--- config.mk ---
export PLATFORM = sky130hd
export DESIGN_NAME = console_line_editor_unit
export DESIGN_NICKNAME = d
export VERILOG_FILES = /design/src/hdl/cle_pkg.sv /design/src/hdl/cle_ram.sv /design/src/hdl/cle_ctrl.sv /design/src/hdl/cle_dp.sv /design/src/hdl/console_line_editor_unit.sv
export SDC_FILE = /design/constraint.sdc
export NUM_CORES = 2
export LEC_CHECK = 0
export BUFFER_PORTS_ARGS = -buffer_cell sky130_fd_sc_hd__buf_2
export CAP_MARGIN = 20
export CORE_MARGIN = 10
export CORE_UTILIZATION = 63
export DETAILED_ROUTE_END_ITERATION = 12
export HOLD_SLACK_MARGIN = 0.12
export MAX_ROUTING_LAYER = met4
export PLACE_DENSITY_LB_ADDON = 0.25
export SETUP_SLACK_MARGIN = 0.5
export SLEW_MARGIN = 20
export SYNTH_ARGS = -nofsm -noshare
export SYNTH_HDL_FRONTEND = slang
export SYNTH_HIERARCHICAL = 1
export SYNTH_SLANG_ARGS = --single-unit
--- constraint.sdc ---
create_clock -name clk -period 5.8 [get_ports clk]
set_clock_uncertainty 0.2 [all_clocks]
set_input_delay 1.16 -clock clk [delete_from_list [all_inputs] [get_ports clk]]
set_output_delay 1.16 -clock clk [all_outputs]
set_load 0.005 [all_outputs]
--- src/hdl/cle_pkg.sv ---
// types, constants and index helpers shared by the console line editor
`timescale 1ns / 1ps

package cle_pkg;

	// ring geometry
	localparam int RING_DEPTH = 128;
	localparam int IDX_W      = $clog2(2 * RING_DEPTH);
	localparam int SLOT_W     = $clog2(RING_DEPTH);

	typedef logic [IDX_W-1:0]  idx_t;
	typedef logic [SLOT_W-1:0] slot_t;
	typedef logic [7:0]        char_t;

	localparam logic [IDX_W:0] IDX_SPAN  = (IDX_W + 1)'(2 * RING_DEPTH);
	localparam idx_t           DEPTH_IDX = IDX_W'(RING_DEPTH);

	// item opcodes
	localparam logic OP_KEY  = 1'b0;
	localparam logic OP_READ = 1'b1;

	// key codes
	localparam char_t KEY_NUL    = 8'h00;
	localparam char_t KEY_CTRL_D = 8'h04;
	localparam char_t KEY_CTRL_H = 8'h08;
	localparam char_t KEY_LF     = 8'h0A;
	localparam char_t KEY_CR     = 8'h0D;
	localparam char_t KEY_CTRL_P = 8'h10;
	localparam char_t KEY_CTRL_U = 8'h15;
	localparam char_t KEY_DEL    = 8'h7F;

	localparam char_t ERASE_MAX = 8'hFF;

	// input item
	typedef struct packed {
		logic  opcode;
		char_t key_code;
		logic  read_started;
	} cle_in_t;

	// result item
	typedef struct packed {
		logic  echo_valid;
		char_t echo_byte;
		char_t erase_count;
		logic  line_committed;
		logic  dump_request;
		logic  read_valid;
		char_t read_byte;
		logic  read_eof;
		logic  buffer_empty;
		logic  line_end;
	} cle_out_t;

	// controller to datapath commands
	typedef struct packed {
		logic load_item;
		logic exec;
		logic ram_rd;
		logic kill_step;
		logic read_take;
		logic load_res;
	} cle_ctl_t;

	// datapath to controller status
	typedef struct packed {
		logic is_kill;
		logic read_pend;
		logic edit_at_commit;
		logic rd_is_lf;
	} cle_sts_t;

	typedef enum logic [2:0] {
		ST_IDLE,
		ST_EXEC,
		ST_KILL_RD,
		ST_KILL_CHK,
		ST_READ_CHK,
		ST_FINISH
	} cle_state_t;

	// index arithmetic modulo twice the ring depth
	function automatic idx_t idx_inc(idx_t i);
		logic [IDX_W:0] n;
		n = {1'b0, i} + (IDX_W + 1)'(1);
		return (n >= IDX_SPAN) ? '0 : n[IDX_W-1:0];
	endfunction

	function automatic idx_t idx_dec(idx_t i);
		logic [IDX_W:0] top;
		top = IDX_SPAN - (IDX_W + 1)'(1);
		return (i == '0) ? top[IDX_W-1:0] : i - idx_t'(1);
	endfunction

	function automatic slot_t idx_slot(idx_t i);
		idx_t s;
		s = (i >= DEPTH_IDX) ? i - DEPTH_IDX : i;
		return s[SLOT_W-1:0];
	endfunction

	function automatic idx_t idx_diff(idx_t a, idx_t b);
		logic [IDX_W:0] w;
		w = {1'b0, a} + IDX_SPAN - {1'b0, b};
		return (a >= b) ? a - b : w[IDX_W-1:0];
	endfunction

endpackage

--- src/hdl/cle_ram.sv ---
// generic single write, single read ram with registered read data
`timescale 1ns / 1ps

module cle_ram #(
	parameter int WIDTH = 8,
	parameter int DEPTH = 128
) (
	input  logic                     clk,
	input  logic                     we,
	input  logic [$clog2(DEPTH)-1:0] waddr,
	input  logic [WIDTH-1:0]         wdata,
	input  logic                     re,
	input  logic [$clog2(DEPTH)-1:0] raddr,
	output logic [WIDTH-1:0]         rdata
);

	logic [WIDTH-1:0] mem_q [DEPTH];
	logic [WIDTH-1:0] rdata_q;

	// write port
	always_ff @(posedge clk) begin
		if (we) begin
			mem_q[waddr] <= wdata;
		end
	end

	// registered read port
	always_ff @(posedge clk) begin
		if (re) begin
			rdata_q <= mem_q[raddr];
		end
	end

	assign rdata = rdata_q;

endmodule

--- src/hdl/cle_ctrl.sv ---
// sequencing state machine of the console line editor
`timescale 1ns / 1ps

module cle_ctrl (
	input  logic              clk,
	input  logic              arst_n,
	input  logic              cmd_valid,
	output logic              cmd_stall,
	output logic              res_valid,
	input  logic              res_stall,
	input  cle_pkg::cle_sts_t sts,
	output cle_pkg::cle_ctl_t ctl
);

	import cle_pkg::*;

	cle_state_t state_q, state_d;
	logic       res_valid_q, res_valid_d;
	logic       res_free;

	// result register can take a new item
	assign res_free = !res_valid_q || !res_stall;

	// state and output flag registers
	always_ff @(posedge clk or negedge arst_n) begin
		if (!arst_n) begin
			state_q     <= ST_IDLE;
			res_valid_q <= 1'b0;
		end else begin
			state_q     <= state_d;
			res_valid_q <= res_valid_d;
		end
	end

	// next state and commands
	always_comb begin
		state_d = state_q;
		ctl     = '0;
		unique case (state_q)
			ST_IDLE: begin
				if (cmd_valid) begin
					ctl.load_item = 1'b1;
					state_d       = ST_EXEC;
				end
			end
			ST_EXEC: begin
				if (sts.is_kill) begin
					state_d = ST_KILL_RD;
				end else if (sts.read_pend) begin
					ctl.ram_rd = 1'b1;
					state_d    = ST_READ_CHK;
				end else begin
					ctl.exec = 1'b1;
					state_d  = ST_FINISH;
				end
			end
			ST_KILL_RD: begin
				if (sts.edit_at_commit) begin
					state_d = ST_FINISH;
				end else begin
					ctl.ram_rd = 1'b1;
					state_d    = ST_KILL_CHK;
				end
			end
			ST_KILL_CHK: begin
				if (sts.rd_is_lf) begin
					state_d = ST_FINISH;
				end else begin
					ctl.kill_step = 1'b1;
					state_d       = ST_KILL_RD;
				end
			end
			ST_READ_CHK: begin
				ctl.read_take = 1'b1;
				state_d       = ST_FINISH;
			end
			ST_FINISH: begin
				if (res_free) begin
					ctl.load_res = 1'b1;
					state_d      = ST_IDLE;
				end
			end
			default: begin
				state_d = ST_IDLE;
			end
		endcase
	end

	// output valid holds until the item is taken
	always_comb begin
		res_valid_d = res_valid_q && res_stall;
		if (ctl.load_res) begin
			res_valid_d = 1'b1;
		end
	end

	assign cmd_stall = (state_q != ST_IDLE);
	assign res_valid = res_valid_q;

endmodule

--- src/hdl/cle_dp.sv ---
// ring, indices and result registers of the console line editor
`timescale 1ns / 1ps

module cle_dp (
	input  logic              clk,
	input  logic              arst_n,
	input  cle_pkg::cle_in_t  cmd,
	input  cle_pkg::cle_ctl_t ctl,
	output cle_pkg::cle_sts_t sts,
	output cle_pkg::cle_out_t res
);

	import cle_pkg::*;

	cle_in_t  item_q;
	cle_out_t work_q, work_d;
	cle_out_t res_q;
	idx_t     read_q, read_d;
	idx_t     commit_q, commit_d;
	idx_t     edit_q, edit_d;

	logic     ram_we;
	slot_t    ram_waddr;
	slot_t    ram_raddr;
	char_t    ram_rdata;

	char_t    key;
	char_t    store_c;
	idx_t     edit_inc;
	logic     is_erase;
	logic     is_plain;
	logic     room;
	logic     commit_now;

	// key decode
	assign key        = item_q.key_code;
	assign store_c    = (key == KEY_CR) ? KEY_LF : key;
	assign edit_inc   = idx_inc(edit_q);
	assign is_erase   = (key == KEY_CTRL_H) || (key == KEY_DEL);
	assign is_plain   = (key != KEY_CTRL_P) && (key != KEY_CTRL_U) && !is_erase &&
	                    (key != KEY_NUL);
	assign room       = idx_diff(edit_q, read_q) < DEPTH_IDX;
	assign commit_now = (store_c == KEY_LF) || (store_c == KEY_CTRL_D) ||
	                    (idx_diff(edit_inc, read_q) == DEPTH_IDX);

	// ring addressing: reads look at the read index, kills at the byte before edit
	assign ram_waddr = idx_slot(edit_q);
	assign ram_raddr = (item_q.opcode == OP_READ) ? idx_slot(read_q) : idx_slot(idx_dec(edit_q));

	cle_ram #(
		.WIDTH(8),
		.DEPTH(RING_DEPTH)
	) u_ring (
		.clk   (clk),
		.we    (ram_we),
		.waddr (ram_waddr),
		.wdata (store_c),
		.re    (ctl.ram_rd),
		.raddr (ram_raddr),
		.rdata (ram_rdata)
	);

	// status for the controller
	always_comb begin
		sts.is_kill        = (item_q.opcode == OP_KEY) && (key == KEY_CTRL_U);
		sts.read_pend      = (item_q.opcode == OP_READ) && (read_q != commit_q);
		sts.edit_at_commit = (edit_q == commit_q);
		sts.rd_is_lf       = (ram_rdata == KEY_LF);
	end

	// item execution
	always_comb begin
		read_d   = read_q;
		commit_d = commit_q;
		edit_d   = edit_q;
		work_d   = work_q;
		ram_we   = 1'b0;

		if (ctl.load_item) begin
			work_d = '0;
		end

		// single step items
		if (ctl.exec) begin
			if (item_q.opcode == OP_READ) begin
				work_d.buffer_empty = 1'b1;
			end else if (key == KEY_CTRL_P) begin
				work_d.dump_request = 1'b1;
			end else if (is_erase) begin
				if (edit_q != commit_q) begin
					edit_d             = idx_dec(edit_q);
					work_d.erase_count = 8'd1;
				end
			end else if (is_plain && room) begin
				ram_we            = 1'b1;
				edit_d            = edit_inc;
				work_d.echo_valid = 1'b1;
				work_d.echo_byte  = store_c;
				if (commit_now) begin
					commit_d              = edit_inc;
					work_d.line_committed = 1'b1;
				end
			end
		end

		// kill line walks back one byte per pass
		if (ctl.kill_step) begin
			edit_d = idx_dec(edit_q);
			if (work_q.erase_count != ERASE_MAX) begin
				work_d.erase_count = work_q.erase_count + 8'd1;
			end
		end

		// committed byte taken by a read
		if (ctl.read_take) begin
			if (ram_rdata == KEY_CTRL_D) begin
				work_d.read_eof = 1'b1;
				if (!item_q.read_started) begin
					read_d = idx_inc(read_q);
				end
			end else begin
				read_d            = idx_inc(read_q);
				work_d.read_valid = 1'b1;
				work_d.read_byte  = ram_rdata;
				work_d.line_end   = (ram_rdata == KEY_LF);
			end
		end
	end

	// ring indices
	always_ff @(posedge clk or negedge arst_n) begin
		if (!arst_n) begin
			read_q   <= '0;
			commit_q <= '0;
			edit_q   <= '0;
		end else begin
			read_q   <= read_d;
			commit_q <= commit_d;
			edit_q   <= edit_d;
		end
	end

	// item, working result and output registers
	always_ff @(posedge clk) begin
		if (ctl.load_item) begin
			item_q <= cmd;
		end
		work_q <= work_d;
		if (ctl.load_res) begin
			res_q <= work_q;
		end
	end

	assign res = res_q;

endmodule

--- src/hdl/console_line_editor_unit.sv ---
// top level of the console line editor
`timescale 1ns / 1ps

// Canonical-mode console input buffer. Key items (opcode 0) edit a ring of
// RING_DEPTH bytes held in one ram; read items (opcode 1) take one committed
// byte. Each item gives exactly one result item. One item is handled at a
// time: cmd_stall stays high from acceptance until the result is written to
// the output register, which then holds it under res_stall while the next
// item may already be accepted. A key item or a read of an empty ring
// passes through the execute and finish states, and a read that takes a
// byte adds a check state between them. Ctrl-U alternates ram read and
// check states, erasing one byte per pass through the ram's registered read
// port, until the walk reaches the committed line or a newline. The next
// item can be accepted in the cycle after the load, and a result still
// stalled in the output register delays the load until it is taken.

module console_line_editor_unit (
	input  logic             clk,
	input  logic             arst_n,
	input  logic             cmd_valid,
	output logic             cmd_stall,
	input  cle_pkg::cle_in_t cmd,
	output logic             res_valid,
	input  logic             res_stall,
	output cle_pkg::cle_out_t res
);

	import cle_pkg::*;

	cle_ctl_t ctl;
	cle_sts_t sts;

	// controller
	cle_ctrl u_ctrl (
		.clk       (clk),
		.arst_n    (arst_n),
		.cmd_valid (cmd_valid),
		.cmd_stall (cmd_stall),
		.res_valid (res_valid),
		.res_stall (res_stall),
		.sts       (sts),
		.ctl       (ctl)
	);

	// datapath
	cle_dp u_dp (
		.clk    (clk),
		.arst_n (arst_n),
		.cmd    (cmd),
		.ctl    (ctl),
		.sts    (sts),
		.res    (res)
	);

endmodule
==> metrics <==
outcome finished, final reports clean; cells after synthesis 2113; f_max 200 MHz; fin nets about 2300; Syn. warnings 6; Switching Fraction 0.305; Final HPWL DP 64.0 mm; CP Capture Type flop; Comb pwr share 0.325; initial antenna violation count 5; Final period util 0.861; H-tree depth 3; Hold-fix buffers, CTS 0; gpl congestion between 0.8 and 0.9; sequential share of the synthesized area 0.749; clk_lat worst skew around 0.66 ns; Post-CTS Setup Bufs 0; initial DRC count 3366; layout cells sized above 1 0.299; total number of vias ~23000; initial core utilization 0.638; worst hold path type flop to flop; total track usage 0.278; Clock Tree Buf Depth 3; Multi-input gate area about 11000 sq um; PwrDens roughly 490 nW/um^2; peak supply drop between 0.3 and 0.4 mV; Finish-stage setup viols 0; I/O Buffers 46; Clk pwr share 0.284; # fillers just under 4000; total leakage power around 16 nW; flops & latches, synth between 1000 and 1500; WL/cell around 33 um; first-pass GRT wire length around 160 mm; Psw 7.55 mW; Power Internal 17.2 mW; TNS Setup 0 ns; critical path class flop to flop; DRC 0; detail-routed via count per cell about 6.9; Reg clk slew, reported paths 0.06 ns; final hold vios 0; Final Slew Violations 0; syn_area_per_cell approximately 21 sq um; Die X 287 um; Post-synth EDFFs 1073; Sequential Power Share 0.391; WP data arrival 5.06 ns; Design Power 24.8 mW; first-pass detailed-route iteration total 7; commonest register cell after synthesis edfxtp_1; Core ar. 70300 sq um; Antenna Violating Nets Remaining 0; Die ar. 82200 sq um; Core Util, Final 0.717; CP Max Fanout 13; register area 33500 sq um; worst slew pin tran around 1.1 ns; Syn-to-layout area delta 12.4%; CTS tree done; max-cap violation count 0; Post-synth ARST share 0.0247; Syn Std Cell Area roughly 45000 sq um; grt total ovfl 0; Tmin final between 4 and 5 ns; largest net degree at the start of global routing approximately 110; syn nets between 2000 and 2500; height of the die between 200 and 300 um; Root Driver clkbuf_16; Synth cell types 69; vias in the first global route about 23000; CTS Buf Count roughly 110; CTS Sinks 1132; WL final around 110 mm; crit path launch type flop; Ports 47; relative slew slack 0.231; row count 97; WP data required about 5.9 ns; RSZ-0062 raised after global routing no
-- cell families (layout without fill, tap and decap cells) --
group,Yosys count,count (layout),share of synthesized area
flops,1132,1132,0.749
mux,365,366,0.176
simple gates,321,321,0.0343
buf+inv,133,377,0.0129
compound gates,111,111,0.0163
xor+xnor,32,32,0.00626
fa+ha+maj,19,19,0.00547
other cells,0,2,0
-- Yosys cell counts, types with 3 or more instances --
| master | instances | area (sq um) |
|---|---|---|
| buf_4 | 11 | 82.6 |
| dfxtp_1 | 31 | 621 |
| nand3_1 | 25 | 125 |
| o2bb2a_1 | 3 | 30.0 |
| and3_1 | 7 | 43.8 |
| and4b_1 | 3 | 30.0 |
| a22o_1 | 12 | 105 |
| edfxtp_1 | 1073 | 32200 |
| a21o_1 | 5 | 37.5 |
| o21ai_0 | 39 | 195 |
| dfrtp_1 | 28 | 701 |
| nor2_1 | 152 | 571 |
| buf_2 | 18 | 90.1 |
| nor3b_1 | 8 | 60.1 |
| mux2i_1 | 5 | 50.1 |
| buf_1 | 18 | 67.6 |
| ha_1 | 18 | 225 |
| a21oi_1 | 21 | 105 |
| inv_1 | 18 | 67.6 |
| xnor2_1 | 17 | 149 |
| nor4_1 | 8 | 50.1 |
| nor2b_1 | 16 | 100 |
| nand2_1 | 51 | 191 |
| o31ai_1 | 3 | 22.5 |
| and2_1 | 4 | 25.0 |
| nand4_1 | 8 | 50.1 |
| mux4_2 | 336 | 7570 |
| nor3_1 | 14 | 70.1 |
| mux2_2 | 24 | 270 |
| xor2_1 | 15 | 131 |
| o21a_1 | 3 | 22.5 |
| clkbuf_1 | 65 | 244 |
| nand2b_1 | 7 | 43.8 |
-- state kept, by name, summed over array words and instances (netlist names) --
| signal | flops |
|---|---|
| u_dp/read_q | 8 |
| u_dp/edit_q | 8 |
| u_dp/work_q | 31 |
| u_dp/u_ring/mem_q | 1024 |
| u_dp/commit_q | 8 |
| u_ctrl/state_q | 3 |
| u_ctrl/res_valid | 1 |
| u_dp/res | 31 |
| u_dp/item_q | 2 |
| u_dp/key | 8 |
| u_dp/u_ring/rdata | 8 |
-- power groups by stage --
stage | sequential (mW) | clock (mW) | combinational, mW
2_1_floorplan | 9.80 | 0 | 5.44
4_1_cts | 9.68 | 7.11 | 7.98
6_report | 9.69 | 7.03 | 8.06
3_3_place_gp | 9.84 | 0 | 7.71
5_1_grt | 9.71 | 7.41 | 8.47
3_5_place_dp | 9.85 | 0 | 7.85
-- worst paths after layout --
kind                                     start                  endpoint  slack, ns  cells after the start
worst max register to register  u_dp/read_q[0]  u_dp/u_ring/mem_q[79][4]       0.81                     13
worst max-delay path            u_dp/read_q[0]  u_dp/u_ring/mem_q[79][4]       0.81                     13
min in group asynchronous               arst_n          u_ctrl/res_valid       0.34                      1
max in group asynchronous               arst_n            u_dp/edit_q[7]       4.55                      1
worst min register to register  u_dp/work_q[5]               u_dp/res[5]       0.23                      0
worst min-delay path            u_dp/work_q[5]               u_dp/res[5]       0.23                      0
-- layer usage --
metal | GRT usage | share of wire | vias to the layer above
met5 | - | 0 | -
met4 | 0.0813 | 0.031 | 0
met3 | 0.0558 | 0.11 | 238
met2 | 0.430 | 0.49 | 1642
met1 | 0.378 | 0.37 | 11900
li1 | - | - | 9086
-- stage by stage --
step / setup slack [ns] / hold WS (ns) / cells / instance area [sq um]
after floorplan: 1.43 / 0.201 / 2113 / 44800
after global placement: 0.899 / 0.206 / 3101 / 46800
after detailed placement: 0.768 / 0.216 / 3101 / 46800
after CTS: 0.768 / 0.232 / 3297 / 50300
after global routing: 0.536 / 0.240 / 3300 / 50400
final: 0.805 / 0.231 / 3300 / 50400
-- critical path, stage by stage (launching register included) --
cell      delay (ns)
dfrtp_1         0.58
xor2_1          0.25
nor4_1          0.26
a21boi_0        0.26
nor3b_1         0.36
nand2b_1        0.16
nor2_1          0.12
nand2_1         0.09
nor4_4          0.40
nor2_4          0.13
clkinv_1        0.19
buf_4           0.24
nand3_1         0.37
nor2_1          0.97
-- area by class of cell --
type	count	share of cell area
flip-flops and latches	1132	0.666
well taps	940	0.0234
clock buffers	138	0.0592
clock inverters	58	0.0110
multi-input cells	849	0.214
inverters	19	0.00142
diodes	2	0.0000994
repair buffers	162	0.0247
-- cell usage in the layout, fill, tap and decap left out, types with 4 or more instances in the layout --
master / n
nand4_1: 8
clkbuf_16: 114
a21o_1: 5
o21ai_0: 38
nor2_1: 151
inv_1: 18
dfrtp_1: 28
bufinv_16: 10
clkbuf_8: 4
edfxtp_1: 1073
clkinv_2: 22
nor2b_1: 16
buf_2: 46
a21oi_1: 17
nor4_1: 7
a22o_1: 12
mux4_2: 336
clkinvlp_4: 6
mux2_2: 23
nor3b_1: 8
nand2_1: 50
buf_4: 103
nand2b_1: 7
mux2i_1: 5
buf_12: 11
nand3_1: 25
xor2_1: 15
xnor2_1: 17
dfxtp_1: 31
nor3_1: 14
ha_1: 18
clkbuf_1: 20
and3_1: 7
clkinv_1: 16
-- repair_timing --
item                       CTS  global route
setup endpoints to repair    0             4
hold endpoints to repair     0             0
gates resized for setup      0             1
Power figures use the tool's default switching activity.
